==> src/sv/blmc_pkg.sv <==
package blmc_pkg;

	// Button count and field widths
	localparam int BUTTON_COUNT = 4;
	localparam int BTN_IDX_W    = 2;
	localparam int MODE_W       = 4;
	localparam int TIME_W       = 32;
	localparam logic [BUTTON_COUNT-1:0] BTN_MASK = {BUTTON_COUNT{1'b1}};

	// Action codes
	localparam logic [1:0] ACT_POLL  = 2'd0;
	localparam logic [1:0] ACT_BLINK = 2'd1;
	localparam logic [1:0] ACT_SET   = 2'd2;

	// Button mode codes
	localparam logic [MODE_W-1:0] MODE_OFF         = 4'd0;
	localparam logic [MODE_W-1:0] MODE_ON          = 4'd1;
	localparam logic [MODE_W-1:0] MODE_TOGGLE_ON   = 4'd2;
	localparam logic [MODE_W-1:0] MODE_TOGGLE_DARK = 4'd3;
	localparam logic [MODE_W-1:0] MODE_ON_WHILE    = 4'd4;
	localparam logic [MODE_W-1:0] MODE_OFF_WHILE   = 4'd5;
	localparam logic [MODE_W-1:0] MODE_ON_TILL     = 4'd6;
	localparam logic [MODE_W-1:0] MODE_OFF_TILL    = 4'd7;
	localparam logic [MODE_W-1:0] MODE_FLASHING    = 4'd8;
	localparam logic [MODE_W-1:0] MODE_FLASH_TILL  = 4'd9;

	// Result kinds
	localparam logic KIND_LIGHTS = 1'b0;
	localparam logic KIND_EVENT  = 1'b1;

	typedef struct packed {
		logic [1:0]              action;
		logic [BUTTON_COUNT-1:0] button_status;
		logic [TIME_W-1:0]       time_stamp;
		logic [BTN_IDX_W-1:0]    button_index;
		logic [MODE_W-1:0]       new_mode;
		logic                    new_light;
	} cmd_t;

	typedef struct packed {
		logic                    kind;
		logic [BTN_IDX_W-1:0]    event_button;
		logic                    event_pressed;
		logic [MODE_W-1:0]       event_mode;
		logic [TIME_W-1:0]       event_time;
		logic [BUTTON_COUNT-1:0] lights;
		logic                    last;
	} evt_t;

endpackage

==> src/sv/button_light_mode_controller.sv <==
// Channel | Role   | Handshake              | Payload
// cmd     | input  | cmd_valid / cmd_stall  | cmd_t: action, status, time, set fields
// evt     | output | evt_valid / evt_stall  | evt_t: one light update or button event
//
// A command word is registered, then processed; a new word can be taken every
// cycle while cmd_stall is low. A poll with n changed buttons (up to four)
// loads n event words, sent one per cycle while evt_stall is low; a blink tick
// loads one light update; sets and no-change polls produce nothing, never wait.
// cmd_stall rises only while a word that produces results waits for the buffer.
// Reset (arst_n low) clears pressed bits, lights and phase, and sets every mode
// to the dark toggle mode.
module button_light_mode_controller
	import blmc_pkg::*;
(
	input  logic clk,
	input  logic arst_n,
	input  logic cmd_valid,
	output logic cmd_stall,
	input  cmd_t cmd,
	output logic evt_valid,
	input  logic evt_stall,
	output evt_t evt
);

	// Input register
	logic valid_s1;
	cmd_t cmd_s1;

	// Block state
	logic [BUTTON_COUNT-1:0] pressed_q;
	logic [BUTTON_COUNT-1:0] lights_q;
	logic                    phase_q;
	logic [MODE_W-1:0]       modes_q [BUTTON_COUNT];

	// Result buffer: one batch of words from a single command
	logic                    bvalid_q;
	logic                    bkind_q;
	logic [BUTTON_COUNT-1:0] bmask_q;
	logic [BUTTON_COUNT-1:0] bstatus_q;
	logic [TIME_W-1:0]       btime_q;
	logic [BUTTON_COUNT-1:0] blights_q;
	logic [MODE_W-1:0]       bmodes_q [BUTTON_COUNT];

	// Next-state logic
	logic [BUTTON_COUNT-1:0] changed;
	logic [BUTTON_COUNT-1:0] nxt_lights;
	logic                    nxt_phase;
	logic [MODE_W-1:0]       nxt_modes [BUTTON_COUNT];
	logic                    has_result;
	logic                    single;
	logic                    batch_free;
	logic                    advance;
	logic [BTN_IDX_W-1:0]    sel;

	// Evaluate the registered command against the current state
	always_comb begin
		changed    = (cmd_s1.button_status ^ pressed_q) & BTN_MASK;
		nxt_lights = lights_q;
		nxt_phase  = phase_q;
		has_result = 1'b0;
		for (int i = 0; i < BUTTON_COUNT; i++) begin
			nxt_modes[i] = modes_q[i];
		end
		unique case (cmd_s1.action)
			ACT_POLL: begin
				has_result = (changed != '0);
				for (int i = 0; i < BUTTON_COUNT; i++) begin
					if (changed[i]) begin
						if (cmd_s1.button_status[i]) begin
							case (modes_q[i])
								MODE_FLASH_TILL: begin
									nxt_modes[i]  = MODE_OFF;
									nxt_lights[i] = 1'b0;
								end
								MODE_ON_TILL: begin
									nxt_modes[i]  = MODE_OFF;
									nxt_lights[i] = ~lights_q[i];
								end
								MODE_OFF_TILL: begin
									nxt_modes[i]  = MODE_ON;
									nxt_lights[i] = ~lights_q[i];
								end
								MODE_TOGGLE_ON: begin
									nxt_modes[i]  = MODE_TOGGLE_DARK;
									nxt_lights[i] = ~lights_q[i];
								end
								MODE_TOGGLE_DARK: begin
									nxt_modes[i]  = MODE_TOGGLE_ON;
									nxt_lights[i] = ~lights_q[i];
								end
								MODE_ON_WHILE, MODE_OFF_WHILE: begin
									nxt_lights[i] = ~lights_q[i];
								end
								default: begin
								end
							endcase
						end else if (modes_q[i] == MODE_ON_WHILE ||
								modes_q[i] == MODE_OFF_WHILE) begin
							nxt_lights[i] = ~lights_q[i];
						end
					end
				end
			end
			ACT_BLINK: begin
				has_result = 1'b1;
				nxt_phase  = ~phase_q;
				for (int i = 0; i < BUTTON_COUNT; i++) begin
					if (modes_q[i] == MODE_FLASHING || modes_q[i] == MODE_FLASH_TILL) begin
						nxt_lights[i] = phase_q;
					end
				end
			end
			ACT_SET: begin
				if ({1'b0, cmd_s1.button_index} < (BTN_IDX_W+1)'(BUTTON_COUNT)) begin
					nxt_modes[cmd_s1.button_index]  = cmd_s1.new_mode;
					nxt_lights[cmd_s1.button_index] = cmd_s1.new_light;
				end
			end
			default: begin
			end
		endcase
	end

	// Handshake control
	assign single     = ((bmask_q & (bmask_q - 1'b1)) == '0);
	assign batch_free = !bvalid_q || (!evt_stall && single);
	assign advance    = valid_s1 && (!has_result || batch_free);
	assign cmd_stall  = valid_s1 && has_result && !batch_free;

	// Input register
	always_ff @(posedge clk or negedge arst_n) begin
		if (!arst_n) begin
			valid_s1 <= 1'b0;
		end else if (!cmd_stall) begin
			valid_s1 <= cmd_valid;
		end
	end

	always_ff @(posedge clk) begin
		if (cmd_valid && !cmd_stall) begin
			cmd_s1 <= cmd;
		end
	end

	// Commit state when the command leaves the input register
	always_ff @(posedge clk or negedge arst_n) begin
		if (!arst_n) begin
			pressed_q <= '0;
			lights_q  <= '0;
			phase_q   <= 1'b0;
			for (int i = 0; i < BUTTON_COUNT; i++) begin
				modes_q[i] <= MODE_TOGGLE_DARK;
			end
		end else if (advance) begin
			if (cmd_s1.action == ACT_POLL) begin
				pressed_q <= (pressed_q & ~changed) | (cmd_s1.button_status & changed);
			end
			lights_q <= nxt_lights;
			phase_q  <= nxt_phase;
			for (int i = 0; i < BUTTON_COUNT; i++) begin
				modes_q[i] <= nxt_modes[i];
			end
		end
	end

	// Result buffer control: load a batch, drop each word as it is taken
	always_ff @(posedge clk or negedge arst_n) begin
		if (!arst_n) begin
			bvalid_q <= 1'b0;
			bmask_q  <= '0;
		end else if (advance && has_result) begin
			bvalid_q <= 1'b1;
			bmask_q  <= (cmd_s1.action == ACT_POLL) ? changed : BUTTON_COUNT'(1);
		end else if (bvalid_q && !evt_stall) begin
			if (single) begin
				bvalid_q <= 1'b0;
			end
			bmask_q <= bmask_q & (bmask_q - 1'b1);
		end
	end

	// Result buffer payload; a blink update carries zero event fields
	always_ff @(posedge clk) begin
		if (advance && has_result) begin
			blights_q <= nxt_lights;
			if (cmd_s1.action == ACT_POLL) begin
				bkind_q   <= KIND_EVENT;
				bstatus_q <= cmd_s1.button_status;
				btime_q   <= cmd_s1.time_stamp;
				for (int i = 0; i < BUTTON_COUNT; i++) begin
					bmodes_q[i] <= nxt_modes[i];
				end
			end else begin
				bkind_q   <= KIND_LIGHTS;
				bstatus_q <= '0;
				btime_q   <= '0;
				for (int i = 0; i < BUTTON_COUNT; i++) begin
					bmodes_q[i] <= '0;
				end
			end
		end
	end

	// Pick the lowest pending button
	always_comb begin
		sel = '0;
		for (int i = BUTTON_COUNT - 1; i >= 0; i--) begin
			if (bmask_q[i]) begin
				sel = BTN_IDX_W'(i);
			end
		end
	end

	// Output word
	assign evt_valid           = bvalid_q;
	assign evt.kind            = bkind_q;
	assign evt.event_button    = sel;
	assign evt.event_pressed   = bstatus_q[sel];
	assign evt.event_mode      = bmodes_q[sel];
	assign evt.event_time      = btime_q;
	assign evt.lights          = blights_q;
	assign evt.last            = single;

endmodule

==> config.mk <==
export PLATFORM = sky130hd
export DESIGN_NAME = button_light_mode_controller
export DESIGN_NICKNAME = d
export VERILOG_FILES = /design/src/sv/blmc_pkg.sv /design/src/sv/button_light_mode_controller.sv
export SDC_FILE = /design/constraint.sdc
export NUM_CORES = 1
export LEC_CHECK = 0
export ABC_CLOCK_PERIOD_IN_PS = 7500
export BUFFER_PORTS_ARGS = -buffer_cell sky130_fd_sc_hd__buf_4
export CORE_MARGIN = 2
export CORE_UTILIZATION = 45
export DETAILED_ROUTE_END_ITERATION = 12
export HOLD_SLACK_MARGIN = 0.02
export PLACE_DENSITY_LB_ADDON = 0.25
export SLEW_MARGIN = 10
export SYNTH_ARGS = -nofsm -noshare
export SYNTH_HDL_FRONTEND = slang
export SYNTH_SLANG_ARGS = --single-unit
export TNS_END_PERCENT = 10
==> constraint.sdc <==
create_clock -name clk -period 7.5 [get_ports clk]
set_input_delay 0.375 -clock clk [delete_from_list [all_inputs] [get_ports clk]]
set_output_delay 0.375 -clock clk [all_outputs]
set_load 0.01 [all_outputs]
Word level (Yosys, flattened, before mapping)
Memory sizes are Yosys's and may differ from the RTL's.
Index checks and enable logic that the tools add are counted.
{ "word_totals": {"word_cells": 180, "reg_bits": 117, "inputBits": 49, "output_inout_bits": 47, "memories": 1, "ramBits": 16, "latchBits": 0, "rom_bits": 0} }
{ "classes": {"div_mod_pow": 0, "multipliers": 0, "shifts": 0, "reduce_logical": 40, "mux": 63, "n_bitwise": 16, "eq_ne": 34, "add_sub_neg": 1, "n_lt_le_gt_ge": 5} }
{ "memory_table": {"columns": ["memory", "depth", "width", "rd", "rd_clocked_by_memory_dff", "wr", "line", "rtl"], "rows": [
  ["bmodes_q", 4, 4, 1, 0, 4, "button_light_mode_controller.sv:42", "logic [MODE_W-1:0] bmodes_q [BUTTON_COUNT];"]
]} }
{ "ops": {"columns": ["op", "count"], "rows": [
  ["$eq 4x3->1 const B", 16],
  ["$mux 4", 16],
  ["$pmux 4 s4", 4],
  ["$eq 4x2->1 const B", 8],
  ["$eq 4x4->1 const B", 8],
  ["$pmux 16 s2", 1],
  ["$mux 1", 27],
  ["$reduce_or 6->1", 4],
  ["$bwmux 16", 1],
  ["$and 4x4->4", 3],
  ["$pmux 4 s3", 1],
  ["$logic_or 1x1->1", 10],
  ["$pmux 1 s2", 5],
  ["$logic_and 1x1->1", 9],
  ["$demux 4 s2", 1],
  ["$mux 2", 4],
  ["$reduce_or 2->1", 4],
  ["$lt 2x3->1 const B", 2],
  ["$reduce_and 2->1", 3],
  ["$logic_not 1->1", 5],
  ["$not 1->1", 5],
  ["$bwmux 4", 1],
  ["$logic_not 4->1", 1],
  ["$not 4->4", 1],
  ["15 further kinds", 19]
]} }

Depth between registers and ports, before layout
{ "depth": {"word_depth": 11, "ltp_mapped": 8} }

Worst setup path before layout
No wires, ideal clock.
{ "synth_path": {"path_type": "register to register", "startpoint": "register cmd_s1[41] in the netlist's numbering", "endpoint": "register cmd_s1[0] in the netlist's numbering, enable pin", "setup_ps": 407, "n_path_buf": 0, "stages_incl_launch_ff": 6, "path_slack_ps": 4560, "arrival_time_ps": 2533, "t_required_ps": 7093, "cell_sequence": "edfxtp_1 -> ha_1 -> nor2b_1 -> a41oi_2 -> nand3_1 -> and2_1"} }
{ "synth_between": {"elab_chain_len": 7} }
{ "synth_lines": {"columns": ["element", "line", "rtl"], "rows": [
  ["start, declared", "button_light_mode_controller.sv:27", "cmd_t cmd_s1;"],
  ["start signal, assigned", "button_light_mode_controller.sv:141", "cmd_s1 <= cmd;"],
  ["$xor 4x4->4", "button_light_mode_controller.sv:57", "changed = (cmd_s1.button_status ^ pressed_q) & BTN_MASK;"],
  ["$reduce_bool 4->1", "button_light_mode_controller.sv:66", "has_result = (changed != '0);"],
  ["$pmux 1 s2", "button_light_mode_controller.sv:64", "unique case (cmd_s1.action)"],
  ["$logic_and 1x1->1 (2 in series)", "button_light_mode_controller.sv:128", "assign cmd_stall = valid_s1 && has_result && !batch_free;"],
  ["$logic_not 1->1", "button_light_mode_controller.sv:140", "if (cmd_valid && !cmd_stall) begin"],
  ["$logic_and 1x1->1", "button_light_mode_controller.sv:140", null]
]} }
Every way passes these cells.
A chain may end at the register's enable or synchronous reset.

Worst setup path in the final report
{ "layout_path": {"startpoint": "register cmd_s1[41] in the netlist's numbering", "endpoint": "register blights_q[1], enable pin"} }
{ "layout_between": {"elab_chain_len": 7} }
{ "layout_lines": {"columns": ["element", "line", "rtl"], "rows": [
  ["$xor 4x4->4 *", "button_light_mode_controller.sv:57", null],
  ["$reduce_bool 4->1 *", "button_light_mode_controller.sv:66", null],
  ["$pmux 1 s2 *", "button_light_mode_controller.sv:64", null],
  ["$logic_not 1->1", "button_light_mode_controller.sv:127", "assign advance = valid_s1 && (!has_result || batch_free);"],
  ["$logic_or 1x1->1", "button_light_mode_controller.sv:127", null],
  ["$logic_and 1x1->1", "button_light_mode_controller.sv:127", null],
  ["$logic_and 1x1->1 *", "button_light_mode_controller.sv:184", "if (advance && has_result) begin"],
  ["end signal, assigned", "button_light_mode_controller.sv:185", "blights_q <= nxt_lights;"],
  ["end, declared", "button_light_mode_controller.sv:41", "logic [BUTTON_COUNT-1:0] blights_q;"]
]} }
Every way passes the cells marked *; elsewhere a longest branch is shown, timed or not.

==> summary.md <==
| Metric | Value |
|---|---|
| Vias in the first global route | `4,200` |
| Max Freq | `294 MHz` |
| Period minus WS final | `3.40 ns` |
| Number of DRC markers in iteration 0 | `324` |
| Fin Setup TNS | `0 ns` |
| Max Transition Viols Final | `0` |
| XOR/XNOR Fraction of Synth Area | `0.432%` |
| Final hold violation count | `0` |
| Adder-cell share of the synthesized area | `1.65%` |
| DRC Markers | `0` |
| GPL Wtd Cong | `0.927` |
| CTS tree | `built` |
| Post-Layout Inst Area | `7500 µm²` |
| Pin count of the biggest net entering global routing | `48` |
| Root buffer cell | `clkbuf_16` |
| Switching Share | `31.1%` |
| Worst clock skew | `0.00812 ns` |
| Synth warn | `0` |
| Area grow syn2layout | `23.4%` |
| Critical Path AT | `3.45 ns` |
| Async SR Flop Fraction | `23.3%` |
| Grt ovf | `0` |
| Finished Layout Cells | `777` |
| Internal power | `1.83 mW` |
| DR WL/cell | `17.5 µm` |
| Flop pwr share | `42.8%` |
| Final ANT Viol Nets | `0` |
| H-tree Lvls | `4` |
| Hpwl dp | `9.16 mm` |
| Final wirelength | `13.6 mm` |
| Buffers on Ports | `95` |
| Hold Crit Class | `primary input to flip-flop` |
| Setup CP Type | `flip-flop to flip-flop` |
| Tot Pwr | `2.65 mW` |
| Clock sinks | `133` |
| Unrepaired setup endpoints after global routing | `false` |
| Nets | `645` |
| Area of the die | `14,500 µm²` |
| Clk buf depth | `2` |
| Leak Pwr | `2.99 nW` |
| Slew margin rel. | `29.3%` |
| Startpoint Class | `flip-flop` |
| Worst Path Required | `7.54 ns` |
| Vias per cell | `5.49` |
| NetSw | `0.823 mW` |
| # rows | `42` |
| Mux contribution to synthesized area | `3.81%` |
| Hold Slack | `0.127 ns` |
| Number of synthesized flops with an enable pin | `90` |
| Maximum vdd drop | `0.000192 V` |
| Sequential share of the synthesized area | `61.3%` |
| Yosys reg bits | `133` |
| DRT Pass-1 Iters | `5` |
| Placed insts | `744` |
| Via count | `4,268` |
| Largest family of logic cells by synthesized area | `compound AO/OA/AOI/OAI gates` |
| Initial antenna violation count | `0` |
| DIE WIDTH | `120 µm` |
| ANT cells | `0` |
| Clk pwr share | `32.1%` |
| Post-CTS sizing | `0` |
| Initial core utilization | `45.9%` |
| Crit-path max FO | `45` |
| Vert. Die Dim | `120 µm` |
| Ratio of cells with drive above 1 in the final layout | `26.5%` |
| Synth Area in Compound Gates | `14.8%` |
| First-pass GRT wire length | `22.2 mm` |
| Syn Area/Cell | `12.1 µm²` |
| Post-synthesis cell area | `6080 µm²` |
| P per Cell Area | `353 nW/µm²` |
| Comb power frac | `25.1%` |
| Max Cap Viol | `0` |
| Mapped Cells | `503` |
| Final setup viols | `0` |
| Status | `finished, final reports clean` |
| Synth Area in Simple Gates | `14.1%` |
| Post-Syn Nets | `560` |
| Netlist cell types | `70` |
| Clock Pin Slew Worst Setup and Hold Paths | `0.06 ns` |
| Synth Flop Type | `edfxtp_1` |
| Post-placement cell area | `6890 µm²` |
| IO Pins | `96` |
| Critical Path End Type | `flip-flop` |
| Tcrit/Tclk final | `45.4%` |
| CTS buffer count | `17` |
| Core area | `13,200 µm²` |
| Clock latency on the worst-skew pair | `0.42 ns` |
| Worst slew pin tran | `1.06 ns` |
| Overall Global Routing Usage | `20.3%` |
==> worst max-delay path, stage by stage, from the launching register on <==
cell	delay [ns]
edfxtp_1	0.46
ha_1	0.42
nor2b_1	0.19
a41oi_2	0.47
nand3_2	0.56
inv_2	0.89
==> per-layer routing <==
layer	track usage, %	share of wire, %
met1	27.7	44
met2	31.4	46
met3	6.37	8.3
met4	6.40	1.6
met5	0	0
==> cell type report <==
class	count	area [µm²]
well taps	176	220
clock inverters	9	129
inverters	25	93.8
clock buffers	23	478
repair buffers	98	738
fillers	1134	5740
flip-flops and latches	133	3730
multi-input cells	313	2120
==> logic make-up after synthesis <==
| group | count (synthesis) |
|---|---|
| AO/OA/AOI/OAI | 125 |
| XOR/XNOR | 3 |
| adder cells (fa/ha/maj) | 8 |
| buffers and inverters | 57 |
| flip-flops | 133 |
| multiplexers | 16 |
| AND/OR/NAND/NOR | 161 |
==> synth_stat cells (3+ instances only) <==
cell	count	area, µm²
nor2b_1	11	68.8
nor3b_1	7	52.6
and2_1	36	225
a211o_1	4	35.0
nand2b_1	5	31.3
a22oi_1	4	30.0
o21ai_1	4	20.0
nand3_1	10	50.1
o21ai_0	23	115
dfrtp_1	23	576
inv_1	25	93.8
dfxtp_1	12	240
a21oi_1	27	135
mux4_2	5	113
o31ai_1	11	82.6
and3_1	3	18.8
ha_1	8	100
o221ai_1	3	26.3
a22o_1	8	70.1
buf_4	3	22.5
buf_2	3	15.0
clkbuf_1	24	90.1
mux2_2	7	78.8
dfstp_2	8	210
nor3_1	6	30.0
mux2i_1	4	40.0
a31oi_1	6	37.5
nor2_1	27	101
edfxtp_1	90	2700
nand2_1	39	146
o211ai_1	4	30.0
==> cells in the final DEF (no fill, tap or decap), drive strengths merged, types with 23 or more instances in the layout <==
master,instances
o21ai,27
buf,97
nand2,39
clkbuf,23
inv,25
edfxtp,90
nor2,28
a21oi,27
and2,36
dfrtp,23
==> repair_timing <==
item	4_1_cts	5_1_grt
hold buffers	1	0
hold endpoints to repair	23	0
setup buffers	0	0
==> flip-flops by register name, indices dropped and copies added (netlist names) <==
signal	flops
bstatus_q	4
blights_q	4
modes_q	16
bmask_q	4
lights_q	4
cmd_s1	45
evt_valid	1
bmodes_q	16
btime_q	32
bkind_q	1
pressed_q	4
phase_q	1
valid_s1	1
==> power by group through the flow <==
| stage | registers [mW] | clock network, mW | logic [mW] |
|---|---|---|---|
| after floorplan | 1.07 | 0 | 0.496 |
| after global placement | 1.14 | 0 | 0.646 |
| after detailed placement | 1.14 | 0 | 0.663 |
| after CTS | 1.13 | 0.861 | 0.667 |
| after global routing | 1.16 | 0.898 | 0.737 |
| final | 1.13 | 0.850 | 0.665 |
==> per-stage QoR <==
step | utilization (%) | setup slack (ns)
floorplan | - | 4.56
detailed placement | 52.0 | 4.05
global route | 56.7 | 3.76
finish | 56.7 | 4.10
CTS | 56.7 | 4.05
global placement | 52.0 | 4.19
==> final timing paths <==
check	start	endpoint	slack, ns	cells after the start
setup / recovery	cmd_s1[41]	blights_q[1]	4.10	5
hold / removal	cmd[33]	cmd_s1[33]	0.13	1
setup reg to reg	cmd_s1[41]	blights_q[1]	4.10	5
hold reg to reg	bmodes_q[1][1]	bmodes_q[1][1]	0.45	2
max in group asynchronous	arst_n	modes_q[5]	6.70	2
min in group asynchronous	arst_n	evt_valid	0.44	2
(Power assumes the default switching activity.)
